`config.mk`:
```
export PLATFORM = sky130hd
export DESIGN_NAME = dcf_queue
export DESIGN_NICKNAME = d
export VERILOG_FILES = /design/src/design/dcf_pkg.sv /design/src/design/dcf_queue.sv
export SDC_FILE = /design/constraint.sdc
export NUM_CORES = 1
export LEC_CHECK = 0
export BUFFER_PORTS_ARGS = -buffer_cell sky130_fd_sc_hd__buf_4
export CORE_UTILIZATION = 40
export DETAILED_ROUTE_END_ITERATION = 6
export GPL_ROUTABILITY_DRIVEN = 0
export PLACE_DENSITY_LB_ADDON = 0.12
export SLEW_MARGIN = 15
export SYNTH_ARGS = -nofsm -noshare
export SYNTH_HDL_FRONTEND = slang
export SYNTH_SLANG_ARGS = --single-unit
export TNS_END_PERCENT = 10
```
`constraint.sdc`:
```
create_clock -name clk -period 10.8 [get_ports clk]
set_input_delay 0.54 -clock clk [delete_from_list [all_inputs] [get_ports clk]]
set_output_delay 0.54 -clock clk [all_outputs]
set_load 0.1 [all_outputs]
```
`src/design/dcf_pkg.sv`:
```
// Shared types and constants for the disk contact force unit.
`timescale 1ns / 1ps

package dcf_pkg;

	localparam int CFG_W       = 32;
	localparam int REG_INDEX_W = 1;
	localparam int FORCE_W     = 48;

	localparam int DIFF_W      = 33;   // exact difference of two Q8.24 values
	localparam int RAD_W       = 66;   // dx*dx + dy*dy
	localparam int ROOT_W      = 33;   // centre distance
	localparam int NORM_W      = 31;   // unit normal magnitude, Q1.30
	localparam int SQRT_STAGES = ROOT_W;
	localparam int DIV_STAGES  = NORM_W;

	localparam logic [CFG_W-1:0] SPRING_RESET  = 32'd65536;
	localparam logic [CFG_W-1:0] DAMPING_RESET = 32'd0;

	typedef enum logic [REG_INDEX_W-1:0] {
		REG_SPRING  = 1'b0,
		REG_DAMPING = 1'b1
	} reg_index_t;

	typedef struct packed {
		logic signed [31:0] first_pos_x;
		logic signed [31:0] first_pos_y;
		logic signed [31:0] first_vel_x;
		logic signed [31:0] first_vel_y;
		logic [30:0]        first_radius;
		logic signed [31:0] second_pos_x;
		logic signed [31:0] second_pos_y;
		logic signed [31:0] second_vel_x;
		logic signed [31:0] second_vel_y;
		logic [30:0]        second_radius;
	} pair_t;

	typedef struct packed {
		logic signed [FORCE_W-1:0] force_x;
		logic signed [FORCE_W-1:0] force_y;
		logic                      in_contact;
		logic                      coincident;
		logic                      saturated;
	} result_t;

	// classified item handed from front to back (differences in two's complement)
	typedef struct packed {
		logic [DIFF_W-1:0] dx;
		logic [DIFF_W-1:0] dy;
		logic [DIFF_W-1:0] dvx;
		logic [DIFF_W-1:0] dvy;
		logic [31:0]       rsum;
		logic              coinc;
	} qitem_t;

endpackage

```
`src/design/dcf_queue.sv`:
```
// Short queue between the front end and the force pipeline.
`timescale 1ns / 1ps

module dcf_queue #(
	parameter int DEPTH = 4
) (
	input  logic            clk,
	input  logic            arst_n,
	input  logic            push,
	input  dcf_pkg::qitem_t push_item,
	output logic            full,
	input  logic            pop,
	output dcf_pkg::qitem_t pop_item,
	output logic            empty
);
	import dcf_pkg::*;

	localparam int AW    = (DEPTH > 1) ? $clog2(DEPTH) : 1;
	localparam int CNT_W = $clog2(DEPTH + 1);

	qitem_t           slot_q [DEPTH];
	logic [AW-1:0]    wr_ptr_q;
	logic [AW-1:0]    rd_ptr_q;
	logic [CNT_W-1:0] count_q;
	logic             do_push;
	logic             do_pop;

	assign full     = (count_q == CNT_W'(DEPTH));
	assign empty    = (count_q == '0);
	assign do_push  = push && !full;
	assign do_pop   = pop && !empty;
	assign pop_item = slot_q[rd_ptr_q];

	always_ff @(posedge clk or negedge arst_n) begin
		if (!arst_n) begin
			wr_ptr_q <= '0;
			rd_ptr_q <= '0;
			count_q  <= '0;
		end else begin
			if (do_push) begin
				wr_ptr_q <= (wr_ptr_q == AW'(DEPTH - 1)) ? '0 : wr_ptr_q + 1'b1;
			end
			if (do_pop) begin
				rd_ptr_q <= (rd_ptr_q == AW'(DEPTH - 1)) ? '0 : rd_ptr_q + 1'b1;
			end
			if (do_push && !do_pop) begin
				count_q <= count_q + 1'b1;
			end else if (do_pop && !do_push) begin
				count_q <= count_q - 1'b1;
			end
		end
	end

	always_ff @(posedge clk) begin
		if (do_push) begin
			slot_q[wr_ptr_q] <= push_item;
		end
	end

`ifndef NO_ASSERTIONS
	a_count_bound: assert property (@(posedge clk) disable iff (!arst_n)
		count_q <= CNT_W'(DEPTH))
		else $error("queue count beyond depth");
`endif

endmodule

```
==> key figures <==
Detailed routing
  – DR vias: approximately 11,000
  – Total wire length: approximately 49 mm
  – Antenna Violating Nets Remaining: 0
  – Drt drc: 0
  – Iter 0 DRT Violations: about 430
  – Detailed-router iteration count before antenna repair: 7
  – Wirelength per Cell: 23.2 um
  – DR vias/cell: just over 5

Worst setup path
  – CP max FO: 46
  – Crit path required time: around 10 ns
  – CP max-delay cell: dfrtp_4
  – Worst Path Arrival: between 3 and 4 ns
  – Setup crit start kind: register
  – R2R cell count: 5
  – Critical Path Most Common Cell: buf_4
  – Critical path, cell by cell: buf_4 > buf_4 > mux4_2 > buf_4
  – CP max stage delay: ~1.1 ns
  – Setup crit end kind: output pin
  – WS Path Type: register to output pin

Die
  – Initial Util: 40.8%
  – Row count: a little under 90
  – IO Count: about 340
  – Die area: 61,600 um2
  – Core Area: between 50,000 and 60,000 um2
  – Die height: ~250 um
  – Chip width: approximately 250 um

Timing
  – Fin Clk Skew: 0.0235 ns
  – Total negative slack: 0 ns
  – Max Clock Freq: 0.221 GHz
  – Slew HR: 31.7%
  – RSZ-0062 raised after global routing: false
  – Fin crit period: around 4.5 ns
  – Final Hold Viols: 0
  – Final Max Slew Viols: 0
  – Tcrit/Tclk final: between 40% and 50%
  – Worst-margin pin slew: about 1 ns
  – # setup viols final: 0

GRT
  – GRT overflow: 0
  – Pin count of the biggest net entering global routing: between 100 and 150
  – Initial antenna violation count: 8
  – Grt met1 use: between 20% and 30%
  – Grt met3 use: between 6 and 7%
  – Number of global-route vias before repair: between 10,000 and 15,000
  – GRT Util Overall: 16.0%
  – GR peak layer: met2
  – Met2 GRT Util: approximately a quarter
  – First-pass GRT wire length: 72.5 mm

CTS
  – Root Driver: clkbuf_16
  – CTS H-tree depth: 3
  – CTS Buf Count: 72
  – TritonCTS clock tree: built
  – Hold-fix buffers, CTS: 1
  – Worst-skew pair later-pin latency: 0.60 ns
  – Post-CTS setup buffers: 0
  – Clk buf depth: 3
  – Clk slew on worst S/H paths: about 0.060 ns
  – Post-CTS resize count: 0
  – Clock sink count: 667

Cells and area
  – Area grow syn2layout: 22.6%
  – Finished Core Util: roughly half
  – Fillcell total: a little under 5,000
  – Design Area, Final: between 20,000 and 30,000 um2
  – Layout cells sized above 1: between 40% and 50%
  – Non-filler instance count after layout: roughly 2,100
  – Nets: between 1,000 and 1,500

Job
  – Max-cap violations: 0

Synthesis
  – Mapped Nets: 1,075
  – Post-synthesis sequential area ratio: between 80 and 90%
  – Syn Area/Cell: 27.0 um2
  – Post-synth cell types: 23
  – Cell Area, Synth: between 20,000 and 25,000 um2
  – YS warnings: 0
  – Seq cells post-synth: 667
  – Synth Instances: between 800 and 900

Status
  – Run status: completed

Place
  – Placed cell area: roughly 28,000 um2
  – Cells after DPL: 1,986
  – Dpl hpwl: 28.6 mm
  – I/O Buffers: ~340

Hold path
  – Hold crit path type: input pin to register
  – Hold path cells: 1
==> cells in the mapped netlist <==
cell type,count,area [um2]
buf_2,16,80.1
nand2_1,1,3.75
buf_1,2,7.51
nor3b_2,1,12.5
nor2b_1,1,6.26
xor2_1,2,17.5
and2_1,3,18.8
xnor2_1,1,8.76
nor2_1,3,11.3
ha_1,6,75.1
mux4_2,165,3720
edfxtp_1,660,19800
clkbuf_1,1,3.75
fa_1,1,20.0
buf_6,15,169
nor3_1,2,10.0
o31ai_2,1,12.5
inv_1,3,11.3
buf_4,2,15.0
a21o_1,1,7.51
dfrtp_1,7,175
buf_8,1,15.0
mux2_2,4,45.0
==> critical path: cells and delay by family, from the launching register on <==
family / cells / cell delay [ns]
DFF: 1 / 1.06
muxes: 1 / 0.61
buffers and inverters: 3 / 1.63
==> kinds of logic (layout without fill, tap and decap cells) <==
| logic type | after synthesis | after routing | share of synthesized area (%) |
|---|---|---|---|
| AOI/OAI and AO/OA | 2 | 2 | 0.0825 |
| xor gates and xnor gates | 3 | 3 | 0.108 |
| adders and majority gates | 7 | 7 | 0.392 |
| buffers and inverters | 40 | 482 | 1.24 |
| DFF | 667 | 667 | 82.4 |
| muxes | 169 | 169 | 15.5 |
| other | 0 | 1 | 0 |
| and+or+nand+nor | 11 | 11 | 0.258 |
==> path summary, 6_finish.rpt <==
path | start | slack [ns] | endpoint
setup / recovery | rd_ptr_q[0] | 6.28 | pop_item[65]
hold / removal | push_item[148] | 0.14 | slot_q[0][148]
setup reg to reg | count_q[2] | 7.42 | slot_q[0][59]
hold reg to reg | count_q[2] | 0.53 | count_q[2]
max in group asynchronous | arst_n | 10.32 | rd_ptr_q[1]
min in group asynchronous | arst_n | 0.32 | count_q[2]
==> sequential cells by signal, summed over array words and instances, names as in the netlist <==
| signal | cells |
|---|---|
| count_q | 3 |
| rd_ptr_q | 2 |
| slot_q | 660 |
| wr_ptr_q | 2 |
==> through the flow <==
| step | hold WS (ns) | setup slack [ns] |
|---|---|---|
| after floorplan | 0.244 | 2.41 |
| after global placement | 0.364 | 6.76 |
| after detailed placement | 0.364 | 6.72 |
| after CTS | 0.0962 | 6.07 |
| after global routing | 0.105 | 5.91 |
| final | 0.138 | 6.28 |
==> per-layer routing <==
layer	up-vias	wire, um
met4	12	1000
li1	4701	-
met3	79	3950
met1	5648	20000
met2	274	24100
met5	-	86
==> final cells by class <==
cell class / instances / area, um2 / area share, %
Sequential cell: 667 / 20000 / 67.3
Inverter: 3 / 11.3 / 0.0379
Tap cell: 773 / 967 / 3.25
Multi-Input combinational cell: 192 / 3980 / 13.4
Clock inverter: 39 / 214 / 0.719
Antenna cell: 1 / 2.50 / 0.00841
Clock buffer: 88 / 1900 / 6.40
Timing Repair Buffer: 352 / 2660 / 8.94
==> layout by cell type, fill, tap and decap left out <==
cell             n
buf_12           1
inv_1            3
clkbuf_16       74
nor3_1           2
nor2_4           1
buf_4          350
clkbuf_1        14
dlygate4sd3_1    1
o31ai_2          1
edfxtp_1       660
fa_1             1
ha_1             6
clkinv_1        27
nor3b_2          1
dfrtp_4          2
xor2_1           2
diode_2          1
nor2b_1          1
dfrtp_1          5
xnor2_1          1
mux2_2           4
inv_6            1
clkinv_2         7
mux4_2         165
a21o_1           1
nor2_1           2
inv_16           1
and2_4           3
clkinv_8         3
nand2_1          1
Power is left out: the tool's default activity adds up to more than one toggle a clock period on the data nets, which glitch-free logic cannot reach.
