File: src/design/dcf_pkg.sv
// Shared types and constants for the disk contact force unit.
`timescale 1ns / 1ps

package dcf_pkg;

	localparam int CFG_W       = 32;
	localparam int REG_INDEX_W = 1;
	localparam int FORCE_W     = 48;

	localparam int DIFF_W      = 33;   // exact difference of two Q8.24 values
	localparam int RAD_W       = 66;   // dx*dx + dy*dy
	localparam int ROOT_W      = 33;   // centre distance
	localparam int NORM_W      = 31;   // unit normal magnitude, Q1.30
	localparam int SQRT_STAGES = ROOT_W;
	localparam int DIV_STAGES  = NORM_W;

	localparam logic [CFG_W-1:0] SPRING_RESET  = 32'd65536;
	localparam logic [CFG_W-1:0] DAMPING_RESET = 32'd0;

	typedef enum logic [REG_INDEX_W-1:0] {
		REG_SPRING  = 1'b0,
		REG_DAMPING = 1'b1
	} reg_index_t;

	typedef struct packed {
		logic signed [31:0] first_pos_x;
		logic signed [31:0] first_pos_y;
		logic signed [31:0] first_vel_x;
		logic signed [31:0] first_vel_y;
		logic [30:0]        first_radius;
		logic signed [31:0] second_pos_x;
		logic signed [31:0] second_pos_y;
		logic signed [31:0] second_vel_x;
		logic signed [31:0] second_vel_y;
		logic [30:0]        second_radius;
	} pair_t;

	typedef struct packed {
		logic signed [FORCE_W-1:0] force_x;
		logic signed [FORCE_W-1:0] force_y;
		logic                      in_contact;
		logic                      coincident;
		logic                      saturated;
	} result_t;

	// classified item handed from front to back (differences in two's complement)
	typedef struct packed {
		logic [DIFF_W-1:0] dx;
		logic [DIFF_W-1:0] dy;
		logic [DIFF_W-1:0] dvx;
		logic [DIFF_W-1:0] dvy;
		logic [31:0]       rsum;
		logic              coinc;
	} qitem_t;

endpackage

File: src/design/dcf_front.sv
// Front end: takes pair items, forms the differences and flags coincident centres.
`timescale 1ns / 1ps

module dcf_front (
	input  logic           clk,
	input  logic           arst_n,
	input  logic           pair_valid,
	output logic           pair_stall,
	input  dcf_pkg::pair_t pair,
	input  logic           q_full,
	output logic           push,
	output dcf_pkg::qitem_t item
);
	import dcf_pkg::*;

	logic   vld_s1;
	qitem_t item_s1;
	qitem_t item_d;
	logic   load;

	assign pair_stall = vld_s1 && q_full;
	assign load       = pair_valid && !pair_stall;
	assign push       = vld_s1 && !q_full;
	assign item       = item_s1;

	always_comb begin
		item_d.dx    = {pair.second_pos_x[31], pair.second_pos_x}
		             - {pair.first_pos_x[31], pair.first_pos_x};
		item_d.dy    = {pair.second_pos_y[31], pair.second_pos_y}
		             - {pair.first_pos_y[31], pair.first_pos_y};
		item_d.dvx   = {pair.second_vel_x[31], pair.second_vel_x}
		             - {pair.first_vel_x[31], pair.first_vel_x};
		item_d.dvy   = {pair.second_vel_y[31], pair.second_vel_y}
		             - {pair.first_vel_y[31], pair.first_vel_y};
		item_d.rsum  = {1'b0, pair.first_radius} + {1'b0, pair.second_radius};
		item_d.coinc = (item_d.dx == '0) && (item_d.dy == '0);
	end

	always_ff @(posedge clk or negedge arst_n) begin
		if (!arst_n) begin
			vld_s1 <= 1'b0;
		end else if (load) begin
			vld_s1 <= 1'b1;
		end else if (push) begin
			vld_s1 <= 1'b0;
		end
	end

	always_ff @(posedge clk) begin
		if (load) begin
			item_s1 <= item_d;
		end
	end

endmodule

File: config.mk
export PLATFORM = sky130hd
export DESIGN_NAME = dcf_front
export DESIGN_NICKNAME = d
export VERILOG_FILES = /design/src/design/dcf_pkg.sv /design/src/design/dcf_front.sv
export SDC_FILE = /design/constraint.sdc
export NUM_CORES = 1
export LEC_CHECK = 0
export BUFFER_PORTS_ARGS = -buffer_cell sky130_fd_sc_hd__buf_2
export CAP_MARGIN = 10
export CORE_MARGIN = 2
export CORE_UTILIZATION = 30
export CTS_BUF_LIST = sky130_fd_sc_hd__clkbuf_4 sky130_fd_sc_hd__clkbuf_8 sky130_fd_sc_hd__clkbuf_16
export DETAILED_ROUTE_END_ITERATION = 16
export PLACE_DENSITY = 0.62
export SYNTH_ARGS = -nofsm -noshare
export SYNTH_HDL_FRONTEND = slang
export SYNTH_SLANG_ARGS = --single-unit
File: constraint.sdc
create_clock -name clk -period 17.11 [get_ports clk]
set_input_delay 0.8555 -clock clk [delete_from_list [all_inputs] [get_ports clk]]
set_output_delay 0.8555 -clock clk [all_outputs]
set_load 0.01 [all_outputs]
==> summary.md <==
| Metric | Value |
|---|---|
| Status | complete, no violations |
| Slew @ Worst Pin | roughly 0.99 ns |
| Layout Cells excl Fill | 2442 |
| Detailed Route Iter0 Violations | approximately 570 |
| Synth Net Count | 1825 |
| Hold buffers post-CTS | 0 |
| Via density | about 4.9 |
| Gr usage total | 18.0% |
| DR pass1 iterations | 7 |
| Synthesized flop and latch total | 166 |
| Worst Setup Path Type | in2reg |
| DIE WIDTH | 212 um |
| CP required | 17.41 ns |
| Post-DR wirelength/cell | 17.0 um |
| CTS Buffer Depth | 2 |
| YS warnings | 0 |
| Worst hold path type | in2async |
| Clk pwr share | 28.1% |
| Sw Share | 32.8% |
| Period utilization | 25.5% |
| Cells after DPL | 2409 |
| Share of cells above drive strength 1 | 29.1% |
| Vias | between 10000 and 15000 |
| Design area | between 15000 and 20000 sq um |
| Number of remaining DRC errors | 0 |
| Post-DP Area | 16200 sq um |
| Clock Latency Late Sink | 0.47 ns |
| Max IR drop VDD | 0.0473 mV |
| H-tree levels | 4 |
| Syn Inst Count | 1339 |
| Main synth FF type | edfxtp_1 |
| Final net count | 2329 |
| Register area share after synthesis | approximately two fifths |
| Worst Path Arrival | 4.66 ns |
| Die Span Y | 212 um |
| Clock slew at reported path FFs | roughly 0.060 ns |
| Leak Pwr | 8.04 nW |
| Top Metal Used | met5 |
| Post-CTS setup repair buffer count | 0 |
| Overflow after GRT | 0 |
| PwrDens | 81.6 nW/um^2 |
| Initial Util | approximately 30% |
| CTS Buf Count | 17 |
| Final min period | about 4.4 ns |
| Met1 Wirelength | approximately 17000 um |
| Syn_area_per_cell | 9.71 sq um |
| Internal | about 920 uW |
| Die footprint | 45000 sq um |
| Max-slew violations | 0 |
| Rows | 76 |
| Placer Congestion | 0.891 |
| Clock Skew | 0.0146 ns |
| Clk root buf | clkbuf_16 |
| Antenna Nets Post-Route | 0 |
| IO buf count | 488 |
| First-pass GRT wire length | 62700 um |
| Worst Setup End Kind | flip-flop |
| Asr flop ratio synth | 0.602% |
| Logic pwr share | 33.1% |
| Setup TNS | 0 ns |
| Io pins | approximately 490 |
| Final wirelength | 41400 um |
| Max-Slew Margin vs Limit | roughly 34% |
| Post-synth EDFFs | roughly 170 |
| CTS tree | built |
| Post-CTS Resized | 0 |
| Initial antenna violation count | 3 |
| Netlist cell types | 73 |
| Post-DP HPWL | 34400 um |
| Final setup vio count | 0 |
| Largest net degree at the start of global routing | just over 70 |
| Met3 routed WL | between 3000 and 4000 um |
| Sequential share of power | approximately two fifths |
| Multi-input logic area | between 7000 and 8000 sq um |
| Area delta synth->final | 28.7% |
| RSZ-0062 raised after global routing | false |
| Mapped Area | 13000 sq um |
| CP startpoint kind | primary input |
| Fillers | between 4000 and 5000 |
| Reg2reg setup slack | about 15 ns |
| Max Clock Freq | approximately 230 MHz |
| Metal2 WL | between 20000 and 25000 um |
| FF/Latch Area | 4980 sq um |
| Maximum Capacitance Violations | 0 |
| Sw Pwr | 448 uW |
| Clk sinks | 166 |
| Worst-path maximum fanout | 5 |
| Vias in the first global route | 12000 |
| Core area | 42900 sq um |
| Final hold violation count | 0 |
state kept, by name, summed over array words and instances, names as in the netlist:
name and flops:
vld_s1 1, item 165
cells in the final DEF (no fill, tap or decap), types with 4 or more instances in the layout:
cell type and n:
fa_1 5, clkinv_2 6, o21ai_0 71, ha_1 159
nor2b_1 17, a31oi_1 9, and3_1 13, a311oi_1 6
nor4_1 7, o31ai_1 10, o21bai_1 9, nand2b_1 22
o41ai_1 4, a22o_1 4, o21a_1 28, buf_2 488
clkbuf_16 17, a41oi_1 5, a211oi_1 12, edfxtp_1 165
o21ai_1 7, xnor2_1 92, a31o_2 4, xor2_1 37
a21boi_0 5, a21o_1 54, nor2_1 85, nand2_1 65
inv_1 176, a21oi_1 123, nand4_1 10, nor3_1 24
or3_1 10, and2_1 15, a211o_1 8, o2111ai_1 5
nand3_1 11
through the flow:
step | util, % | power, mW | hold WS, ns | worst slack [ns]
3_3_place_gp | 37.7 | 0.982 | 0.630 | 12.27
6_report | 39.0 | 1.37 | 0.161 | 12.75
3_5_place_dp | 37.7 | 0.988 | 0.636 | 12.20
4_1_cts | 39.0 | 1.38 | 0.124 | 12.70
2_1_floorplan | - | 0.829 | 0.560 | 8.07
5_1_grt | 39.0 | 1.44 | 0.142 | 12.45
logic make-up after synthesis:
logic type / synth area share (%)
mux: 0.0770
flops: 38.3
fa+ha+maj: 16.1
xor+xnor: 8.81
buf+inv: 5.23
simple gates: 11.7
compound gates: 19.8
critical path, stage by stage:
cell       delay (ns)
buf_2            0.08
inv_1            0.03
ha_1             0.21
fa_1             0.40
nor2b_1          0.17
o31a_1           0.26
a21oi_1          0.11
a2111oi_2        0.38
o2111ai_1        0.21
or4_1            0.42
or4b_1           0.53
nor4_2           0.24
nand4b_1         0.16
nor4_1           0.30
nand4_1          0.16
nor4_2           0.15
power groups by stage:
stage	Sequential (mW)	Combinational, mW	Clock [mW]
floorplan	0.565	0.264	0
global placement	0.537	0.445	0
detailed placement	0.538	0.451	0
CTS	0.530	0.454	0.396
global route	0.533	0.501	0.408
finish	0.529	0.452	0.384
routing by layer:
metal  up-vias  global-route usage [%]
li1       5888                       -
met1      5577                    20.1
met2       426                    31.9
met3        58                    5.05
met4         2                    8.04
met5         -                       0
cells in the mapped netlist (4+ instances only):
cell type	number	area (sq um)
a41oi_1	5	43.8
a21o_1	54	405
nand4_1	10	62.6
clkbuf_1	4	15.0
nor4_1	7	43.8
a211o_1	8	70.1
ha_1	159	1990
nand2b_1	22	138
and2_1	15	93.8
o21a_1	28	210
o2111ai_1	5	43.8
o21bai_1	9	67.6
a21oi_1	123	616
o21ai_1	7	35.0
or3_1	10	62.6
a211oi_1	12	90.1
inv_1	176	661
nand3_1	11	55.1
nand2_1	65	244
and3_1	13	81.3
xor2_1	37	324
a22o_1	4	35.0
a31oi_1	9	56.3
edfxtp_1	165	4950
nor2_1	85	319
o21ai_0	71	355
a31o_2	4	35.0
nor2b_1	18	113
a311oi_1	6	52.6
fa_1	5	100
xnor2_1	92	806
o31ai_1	10	75.1
a21boi_0	5	37.5
nor3_1	24	120
o41ai_1	4	35.0
worst paths after layout:
check,to,cells after the start,startpoint
worst min register to register,vld_s1,2,vld_s1
worst min-delay path,vld_s1,1,arst_n
min in group clk,vld_s1,2,pair_valid
max in group asynchronous,vld_s1,1,arst_n
worst max register to register,item[0],3,vld_s1
worst max-delay path,item[0],16,pair[127]
layout make-up:
| cell class | count | share of cell area [%] |
|---|---|---|
| diodes | 3 | 0.0449 |
| clock buffers | 17 | 2.54 |
| clock inverters | 13 | 0.695 |
| inverters | 176 | 3.95 |
| multi-input cells | 992 | 43.9 |
| flip-flops and latches | 166 | 29.8 |
| well taps | 585 | 4.37 |
| repair buffers | 490 | 14.7 |
(Power assumes the default switching activity.)
